**src/sv/prs_pkg.sv**
```systemverilog
// ============================================================================
// prs_pkg - shared types and constants of the pointer relocation scanner
// Region table sizing, operation and register codes, controller/datapath
// command and status bundles.
// ============================================================================
package prs_pkg;

    // Region table
    localparam int MAX_REGIONS = 64;
    localparam int CNT_W       = $clog2(MAX_REGIONS + 1);
    localparam int IDX_W       = (MAX_REGIONS > 1) ? $clog2(MAX_REGIONS) : 1;

    // Field widths
    localparam int ADDR_W  = 64;
    localparam int KIND_W  = 3;
    localparam int OP_W    = 2;
    localparam int CNT32_W = 32;
    localparam int ENTRY_W = ADDR_W + ADDR_W + KIND_W;

    // Stream packing
    localparam int S_TDATA_W = 200;   // 195 bits of fields, padded to bytes
    localparam int M_TDATA_W = 136;   // 131 bits of fields, padded to bytes

    // Configuration port
    localparam int CFG_ADDR_W = 3;
    localparam int CFG_DATA_W = 64;
    localparam int NUM_OFFSETS = 5;

    // Operation codes
    localparam logic [OP_W-1:0] OP_CLEAR = 2'd0;
    localparam logic [OP_W-1:0] OP_LOAD  = 2'd1;
    localparam logic [OP_W-1:0] OP_SCAN  = 2'd2;
    localparam logic [OP_W-1:0] OP_NOP   = 2'd3;

    // Register indexes
    localparam logic [CFG_ADDR_W-1:0] REG_CODE_OFS  = 3'd0;
    localparam logic [CFG_ADDR_W-1:0] REG_DATA_OFS  = 3'd1;
    localparam logic [CFG_ADDR_W-1:0] REG_HEAP_OFS  = 3'd2;
    localparam logic [CFG_ADDR_W-1:0] REG_STACK_OFS = 3'd3;
    localparam logic [CFG_ADDR_W-1:0] REG_MMAP_OFS  = 3'd4;
    localparam logic [CFG_ADDR_W-1:0] REG_CONS_MODE = 3'd5;

    // Region kinds
    localparam logic [KIND_W-1:0] KIND_CODE  = 3'd0;
    localparam logic [KIND_W-1:0] KIND_DATA  = 3'd1;
    localparam logic [KIND_W-1:0] KIND_HEAP  = 3'd2;
    localparam logic [KIND_W-1:0] KIND_STACK = 3'd3;
    localparam logic [KIND_W-1:0] KIND_MMAP  = 3'd4;

    typedef struct packed {
        logic latch;      // capture the accepted beat
        logic exec;       // apply the operation to table, span and counts
        logic scan_step;  // walk the region table
        logic emit;       // load the result into the output register
    } prs_cmd_t;

    typedef struct packed {
        logic need_scan;  // found word with a non-empty table
        logic scan_done;  // first match found or table exhausted
        logic out_free;   // output register can take a result
    } prs_sts_t;

    function automatic logic [CNT32_W-1:0] sat_inc(input logic [CNT32_W-1:0] v);
        sat_inc = (&v) ? v : v + CNT32_W'(1);
    endfunction

endpackage

```
**src/sv/prs_ctrl.sv**
```systemverilog
// ============================================================================
// prs_ctrl - sequencing controller
// Accepts one beat, runs the operation, walks the table for scans and
// hands the result to the output register.
// ============================================================================
module prs_ctrl (
    input  logic              aclk,
    input  logic              aresetn,
    input  logic              s_tvalid,
    output logic              s_tready,
    output prs_pkg::prs_cmd_t cmd,
    input  prs_pkg::prs_sts_t sts
);
    import prs_pkg::*;

    localparam logic [1:0] ST_IDLE   = 2'd0;
    localparam logic [1:0] ST_EXEC   = 2'd1;
    localparam logic [1:0] ST_SCAN   = 2'd2;
    localparam logic [1:0] ST_RESULT = 2'd3;

    logic [1:0] state_reg;
    logic [1:0] state_next;

    assign s_tready = (state_reg == ST_IDLE);

    always_comb begin
        state_next    = state_reg;
        cmd.latch     = 1'b0;
        cmd.exec      = 1'b0;
        cmd.scan_step = 1'b0;
        cmd.emit      = 1'b0;
        unique case (state_reg)
            ST_IDLE: begin
                if (s_tvalid) begin
                    cmd.latch  = 1'b1;
                    state_next = ST_EXEC;
                end
            end
            ST_EXEC: begin
                cmd.exec   = 1'b1;
                state_next = sts.need_scan ? ST_SCAN : ST_RESULT;
            end
            ST_SCAN: begin
                cmd.scan_step = 1'b1;
                if (sts.scan_done) begin
                    state_next = ST_RESULT;
                end
            end
            ST_RESULT: begin
                if (sts.out_free) begin
                    cmd.emit   = 1'b1;
                    state_next = ST_IDLE;
                end
            end
        endcase
    end

    always_ff @(posedge aclk) begin
        if (!aresetn) begin
            state_reg <= ST_IDLE;
        end else begin
            state_reg <= state_next;
        end
    end

endmodule

```
**config.mk**
```make
export PLATFORM = sky130hd
export DESIGN_NAME = prs_ctrl
export DESIGN_NICKNAME = d
export VERILOG_FILES = /design/src/sv/prs_pkg.sv /design/src/sv/prs_ctrl.sv
export SDC_FILE = /design/constraint.sdc
export NUM_CORES = 1
export LEC_CHECK = 0
export ABC_AREA = 1
export BUFFER_PORTS_ARGS = -buffer_cell sky130_fd_sc_hd__buf_2
export CAP_MARGIN = 10
export CORE_AREA = 2 2 39 41
export DETAILED_ROUTE_END_ITERATION = 10
export DIE_AREA = 0 0 41 43
export PLACE_DENSITY = 0.37
export REMOVE_ABC_BUFFERS = 1
export SLEW_MARGIN = 0
export SYNTH_ARGS = -nofsm -noshare
export SYNTH_HDL_FRONTEND = slang
export SYNTH_SLANG_ARGS = --single-unit
```
**constraint.sdc**
```tcl
create_clock -name aclk -period 2.7 [get_ports aclk]
set_input_delay 0.135 -clock aclk [delete_from_list [all_inputs] [get_ports aclk]]
set_output_delay 0.135 -clock aclk [all_outputs]
set_load 0.05 [all_outputs]
```
==> results of run 1 <==
kinds of logic (layout without fill, tap and decap cells):
group / after synthesis / after routing / share of synthesized area
buf+inv: 11 / 24 / 0.1844
simple gates: 15 / 15 / 0.3687
flops: 2 / 2 / 0.1788
compound gates: 2 / 2 / 0.04469
fa+ha+maj: 4 / 4 / 0.2235
synth_stat cells:
cell type,number,share of area
sky130_fd_sc_hd__nand2_2,3,0.084
sky130_fd_sc_hd__inv_2,1,0.017
sky130_fd_sc_hd__nand3_1,3,0.067
sky130_fd_sc_hd__dfxtp_1,2,0.18
sky130_fd_sc_hd__nor2_4,1,0.050
sky130_fd_sc_hd__ha_1,4,0.22
sky130_fd_sc_hd__inv_1,10,0.17
sky130_fd_sc_hd__a21oi_1,2,0.045
sky130_fd_sc_hd__nand2_4,1,0.050
sky130_fd_sc_hd__nand2_1,7,0.12
through the flow:
stage / area, sq um / power, W / hold WS (ns)
3_3_place_gp: 294.0 / 0.0003787 / 0.3945
3_5_place_dp: 294.0 / 0.0003761 / 0.3983
5_1_grt: 316.6 / 0.0004779 / 0.1839
4_1_cts: 316.6 / 0.0004472 / 0.1593
2_1_floorplan: 224.0 / 0.0003239 / 0.2666
6_report: 316.6 / 0.0004375 / 0.1701
worst max path at each step:
stage / to / slack (ns) / cells after the start
after floorplan: cmd[3] / 1.20 / 4
after global placement: state_reg[0]$_SDFFE_PN0P_ / 1.48 / 7
after detailed placement: state_reg[1]$_SDFFE_PN0P_ / 1.48 / 7
after CTS: cmd[3] / 1.29 / 5
after global routing: cmd[3] / 1.19 / 5
final: cmd[3] / 1.31 / 5
metal layers:
layer	track usage	wire, um	up-vias	part of all wire
met5	0	0	-	0
li1	-	-	125	-
met4	0.08000	0	0	0
met3	0.01571	31	0	0.069
met2	0.1094	246	6	0.55
met1	0.05732	170	93	0.38
worst max-delay path: cells and delay by family (launching register included):
kind	cells	cell delay [ns]
adder cells (fa/ha/maj)	1	0.25
buffers and inverters	3	0.33
flip-flops	1	0.39
AND/OR/NAND/NOR	1	0.07
power by group:
| part | switching (W) | total [W] | internal, W | leakage, nW |
|---|---|---|---|---|
| logic | 0.000222 | 0.000309 | 0.0000871 | 0.179 |
| clock network | 0.0000160 | 0.0000650 | 0.0000490 | 0.0138 |
| registers | 0.0000188 | 0.0000638 | 0.0000450 | 0.0165 |
| total | 0.000256 | 0.000438 | 0.000181 | 0.210 |
cell usage in the layout, fill, tap and decap left out:
master,count
sky130_fd_sc_hd__a21oi_1,2
sky130_fd_sc_hd__buf_2,10
sky130_fd_sc_hd__clkbuf_4,3
sky130_fd_sc_hd__dfxtp_1,2
sky130_fd_sc_hd__ha_1,4
sky130_fd_sc_hd__inv_1,10
sky130_fd_sc_hd__inv_2,1
sky130_fd_sc_hd__nand2_1,7
sky130_fd_sc_hd__nand2_2,3
sky130_fd_sc_hd__nand2_4,1
sky130_fd_sc_hd__nand3_1,3
sky130_fd_sc_hd__nor2_4,1
final cells by class:
class | instances | area [sq um] | area share
Inverter | 11 | 41.29 | 0.1304
Tap cell | 16 | 20.02 | 0.06324
Sequential cell | 2 | 40.04 | 0.1265
Multi-Input combinational cell | 21 | 142.6 | 0.4506
Timing Repair Buffer | 10 | 50.05 | 0.1581
Clock buffer | 3 | 22.52 | 0.07115
==> results.md, run 1 <==
* **run status** finished clean
* **clk sink count** 2
* **static power due to leakage** 0.2095 nW
* **number of antenna diodes** 0
* **launch instance of the worst register-to-register path** state_reg[0]$_SDFFE_PN0P_
* **Detailed Route WL** 448 um
* **number of inserted filler cells in the final layout** 169
* **PortBufs** 10
* **Floorplan Core Area** 1384 sq um
* **arrival time of the worst setup path** 1.26 ns
* **final setup violating endpoints** 0
* **slowest stage cell on the critical path** sky130_fd_sc_hd__dfxtp_1
* **overall die width** 41 um
* **share of the core filled with cells** 0.2288
* **drt first pass iters** 1
* **residual overflow from global routing** 0
* **final weighted congestion of routability-driven global placement** 0.6364
* **growth of design area from synthesis to finish** 41.34%
* **WL/cell** 7.111 um
* **antenna violations before repair** 0
* **cell area after synthesis** 224.0 sq um
* **std cell rows** 14
* **post-detailed-route count of antenna-violating nets** 0
* **number of unique standard cell types used by synthesis** 10
* **required time worst endpoint** 2.57 ns
* **worst reg-to-reg setup slack** 1.48 ns
* **Setup TNS Final** 0 ns
* **worst supply voltage drop on vdd** 260.2 uV
* **Hold EP** state_reg[1]$_SDFFE_PN0P_
* **count of yosys warnings during synthesis** 0
* **Max Buffers Root-to-Sink** 2
* **share of final-layout standard cells stronger than drive strength 1** 0.4043
* **max-slew violation count** 0
* **Post-CTS Hold Buffers** 0
* **worst setup slack before clock tree synthesis** 1.479 ns
* **transition time at the pin with the least slew margin** 0.2510 ns
* **master cell of the clock root buffer** sky130_fd_sc_hd__clkbuf_4
* **CTS tree** yes
* **clock buffers created by TritonCTS** 3
* **Final period util** 0.5154
* **via count** 224
* **clock insertion delay at the later pin of the skew report** 0.22 ns
* **Max H-tree Level** 1
* **via/cell ratio** 3.556
* **register bit count reported by yosys** 2
* **number of placed I/O pins** 11
* **Starting DRT DRC Count** 0
* **RSZ-0062 raised after global routing** no
* **Worst slew margin** 0.8338
* **worst clock skew** 0.0008374 ns
* **Crit path top cell by count** sky130_fd_sc_hd__inv_1
* **DP Wirelength** 381.2 um
* **ratio of total power to cell area** 1382 nW/um^2
* **sequential element share of the synthesized area** 0.1788
* **number of cell instances on the worst register-to-register path** 7
* **largest fanout on the critical path** 5
* **post-route insts no fill** 63
* **clock transition time at the flip-flop clock pins of the worst setup and hold paths** 0.03 ns
* **critical path startpoint category** flip-flop
* **critical-path cell list** inv_1 > ha_1 > nand2_1 > inv_1 > buf_2
* **r2r endpoint** state_reg[1]$_SDFFE_PN0P_
* **max frequency** 718.5 MHz
* **post-CTS sizing** 0
* **min setup slack post-route** 1.308 ns
* **total number of nets in the final design** 59
* **Initial Utilization** 0.1618
* **Mean Syn Cell Area** 6.587 sq um
* **kind of end point of the critical path** output pin
* **global-route wire length before repair** 752 um
* **largest net degree at the start of global routing** 6
* **final count of hold timing violations** 0
* **class of the most critical hold timing path** input pin to flip-flop
* **vertical die dimension** 43 um
* **vias in the first global route** 234
* **hold-critical path depth** 3
* **critical path's largest stage delay** 0.39 ns
* **startpoint of the worst hold path** aresetn
* **area of the die** 1763 sq um
* **class of the most critical setup path** flip-flop to output pin
* **overall global routing resource usage** 0.06807
* **min cycle time layout** 1.392 ns
* **launching element of the worst setup path** state_reg[0]$_SDFFE_PN0P_
* **Syn Inst Count** 34
* **count of buffers added by post-CTS timing repair for setup** 0
* **number of flip-flops under the largest register name** 2
* **number of instances in the placed design** 60
* **remaining routing DRC violations** 0
* **number of violations of the max-capacitance limit** 0
Power figures use the tool's default switching activity.
==> run 2, diff against run 1 <==
--- a/config.mk
+++ b/config.mk
@@ -11,7 +11,7 @@
 export CORE_AREA = 2 2 39 41
 export DETAILED_ROUTE_END_ITERATION = 10
 export DIE_AREA = 0 0 41 43
-export PLACE_DENSITY = 0.37
+export PLACE_DENSITY = 0.38
 export REMOVE_ABC_BUFFERS = 1
 export SLEW_MARGIN = 0
 export SYNTH_ARGS = -nofsm -noshare
==> constraint.sdc (replaced) <==
create_clock -name aclk -period 1.1 [get_ports aclk]
set_input_delay 0.055 -clock aclk [delete_from_list [all_inputs] [get_ports aclk]]
set_output_delay 0.055 -clock aclk [all_outputs]
set_load 0.05 [all_outputs]
==> run 2 against run 1 <==
Against the previous run:
- the flow now finishes with violations (negative setup slack)
- die area unchanged
- hold slack got worse by 0.082 ns
- sequential power grew to 3.0 times the previous value
- register-to-register slack worse by 1.5 ns
- highest routed layer unchanged
- combinational power rose to 4.4 times the previous value
- worst setup slack got worse by 1.4 ns
- flip-flop and latch count unchanged
- wire length rose by 14%
- first-iteration DRC count is the same
==> results.md, run 2 (synthesis gave the netlist of run 1 again) <==
* **number of violations of the max-capacitance limit** 0, unchanged
* **slowest stage cell on the critical path** sky130_fd_sc_hd__dfxtp_4
* **proportion of power drawn by the clock network** 0.093, -0.056
* **vertical die dimension** 43 um, unchanged
* **largest net degree at the start of global routing** 6, unchanged
* **post-detailed-route count of antenna-violating nets** 0, unchanged
* **CTS tree** yes
* **global-route wire length before repair** 883 um, +17%
* **kind of end point of the critical path** output pin
* **worst clock skew** 0.0008362 ns, -0.000001138 ns
* **number of inserted filler cells in the final layout** 155, -8.3%
* **combinational cell fraction of total power** 0.797, +0.091
* **RSZ-0062 raised after global routing** yes
* **final weighted congestion of routability-driven global placement** 0.6322, -0.66%
* **growth of design area from synthesis to finish** 120.1%
* **min cycle time layout** 1.160 ns
* **commonest cells after routing, fill and taps aside** sky130_fd_sc_hd__inv_1 (7), sky130_fd_sc_hd__nand2_1 (5), sky130_fd_sc_hd__nand2_4 (5), sky130_fd_sc_hd__buf_2 (5)
* **required time worst endpoint** 1.04 ns, -1.53 ns
* **post-route insts no fill** 69, +9.5%
* **Max Buffers Root-to-Sink** 2, unchanged
* **clock insertion delay at the later pin of the skew report** 0.22 ns, about the same
* **max frequency** 861.9 MHz
* **vias in the first global route** 262, +12%
* **Floorplan Core Area** 1384 sq um, unchanged
* **DP Area** 324.1 sq um, +10%
* **static power due to leakage** 0.2676 nW, +28%
* **switching share of power** 0.4806, -0.1055
* **Initial Utilization** 0.1618, unchanged
* **Top delay family on crit path** flip-flops
* **master cell of the clock root buffer** sky130_fd_sc_hd__clkbuf_4
* **total buffers and inverters traversed by the critical path** 3, unchanged
* **min setup slack post-route** -0.06026 ns, -1.369 ns
* **final count of hold timing violations** 0, unchanged
* **ratio of total power to cell area** 3492 nW/um^2, +150%
* **critical path's largest stage delay** 0.35 ns, -0.04 ns
* **Worst slew margin** 0.9038, +0.06997
* **worst reg-to-reg setup slack** -0.05 ns, -1.53 ns
* **hold slack final** 0.08821 ns, -0.08192 ns
* **overall die width** 41 um, unchanged
* **Max H-tree Level** 1, unchanged
* **wire length on met3** 22 um, -29%
* **failing checks** negative setup slack
* **share of final-layout standard cells stronger than drive strength 1** 0.6981, +0.2939
* **met2 routed WL** 296 um, +20%
* **arrival time of the worst setup path** 1.11 ns, -0.15 ns
* **total number of nets in the final design** 65, +10%
* **overall global routing resource usage** 0.07515, +0.007082
* **leading cell type in the layout, fill and taps excluded** sky130_fd_sc_hd__inv_1
* **run status** finished, violations left
* **transition time at the pin with the least slew margin** 0.1455 ns, -0.1055 ns
* **Detailed Route WL** 510 um, +14%
* **sequential share of power** 0.110, -0.036
* **worst supply voltage drop on vdd** 1248 uV, +380%
* **critical path startpoint category** flip-flop
* **DP Wirelength** 397.6 um, +4.3%
* **class of the most critical hold timing path** input pin to flip-flop
* **residual overflow from global routing** 0, unchanged
* **number of flip-flops under the largest register name** 2, unchanged
* **via count** 268, +20%
* **WL/cell** 7.391 um, +3.9%
* **clk sink count** 2, unchanged
* **Starting DRT DRC Count** 0, unchanged
* **Routed met1 length** 190 um, +12%
* **total area of multi-input combinational cells** 211.5 sq um, +48%
* **Design Area, Final** 493.0 sq um, +56%
* **PortBufs** 10, unchanged
* **std cell rows** 14, unchanged
* **critical-path cell list** buf_4 > ha_4 > nand2_1 > inv_1 > buf_6
* **clock buffers created by TritonCTS** 3, unchanged
* **remaining routing DRC violations** 0, unchanged
* **max-slew violation count** 0, unchanged
* **startpoint of the worst hold path** aresetn
* **net switching component of the power** 0.0008274 W, +220%
* **number of antenna diodes** 0, unchanged
* **launch instance of the worst register-to-register path** state_reg[1]$_SDFFE_PN0P_
* **area of the die** 1763 sq um, unchanged
* **drt first pass iters** 1, unchanged
* **Int Power** 0.0008942 W, +390%
* **highest signal layer in the routed design** met3
* **sequential cell area** 47.55 sq um, +19%
* **largest fanout on the critical path** 5, unchanged
* **clock transition time at the flip-flop clock pins of the worst setup and hold paths** 0.03 ns, about the same
* **launching element of the worst setup path** state_reg[1]$_SDFFE_PN0P_
* **class of the most critical setup path** flip-flop to output pin
* **Final period util** 1.055
* **antenna violations before repair** 0, unchanged
* **Post-CTS Hold Buffers** 0, unchanged
* **number of instances in the placed design** 64, +6.7%
* **number of placed I/O pins** 11, unchanged
* **via/cell ratio** 3.884, +9.2%
* **final setup violating endpoints** 6, +6
==> run 2: worst register-to-register path: cells and delay by family, from the launching register on <==
family          cells  cell delay [ns]
simple gates        4             0.29
flops               1             0.35
fa+ha+maj           1             0.16
buf+inv             1             0.14
compound gates      1             0.13
==> run 2: layout make-up <==
| cell class | instances | area share |
|---|---|---|
| Sequential cell | 2 | 0.09645 |
| Multi-Input combinational cell | 21 | 0.4289 |
| Inverter | 11 | 0.09391 |
| Timing Repair Buffer | 16 | 0.2944 |
| Tap cell | 16 | 0.04061 |
| Clock buffer | 3 | 0.04569 |
==> run 2: power by group through the flow <==
stage / Clock [W] / Combinational (W) / Sequential (W)
6_report: 0.000160 / 0.00137 / 0.000189
5_1_grt: 0.000182 / 0.00148 / 0.000194
4_1_cts: 0.000173 / 0.00116 / 0.000167
3_5_place_dp: 0 / 0.000876 / 0.000145
3_3_place_gp: 0 / 0.000885 / 0.000145
2_1_floorplan: 0 / 0.000648 / 0.000147
==> run 2: stage by stage <==
stage / utilization / worst slack (ns) / TNS [ns] / total power (W)
after floorplan: - / -0.3166 / -0.9053 / 0.0007951
after global placement: 0.2342 / -0.03849 / -0.1176 / 0.001030
after detailed placement: 0.2342 / -0.05546 / -0.1788 / 0.001021
after CTS: 0.3092 / -0.07689 / -0.3059 / 0.001504
after global routing: 0.3562 / -0.1358 / -0.5400 / 0.001856
final: 0.3562 / -0.06026 / -0.2137 / 0.001722
==> run 2: what timing repair did <==
| action | in CTS | in global routing |
|---|---|---|
| pin swaps | 2 | 6 |
| setup endpoints to repair | 7 | 7 |
| buffers inserted | 2 | 1 |
| gates resized for setup | 24 | 14 |
==> run 2: worst paths after layout <==
path | endpoint | cells past startpoint
max | cmd[0] | 5
min | state_reg[1]$_SDFFE_PN0P_ | 3
max reg2reg | state_reg[0]$_SDFFE_PN0P_ | 7
min reg2reg | state_reg[1]$_SDFFE_PN0P_ | 2
==> run 2: layer usage <==
metal | up-vias | global-route usage
met5 | - | 0
met2 | 6 | 0.1188
met3 | 0 | 0.03141
met1 | 123 | 0.07029
li1 | 139 | -
met4 | 0 | 0.06000
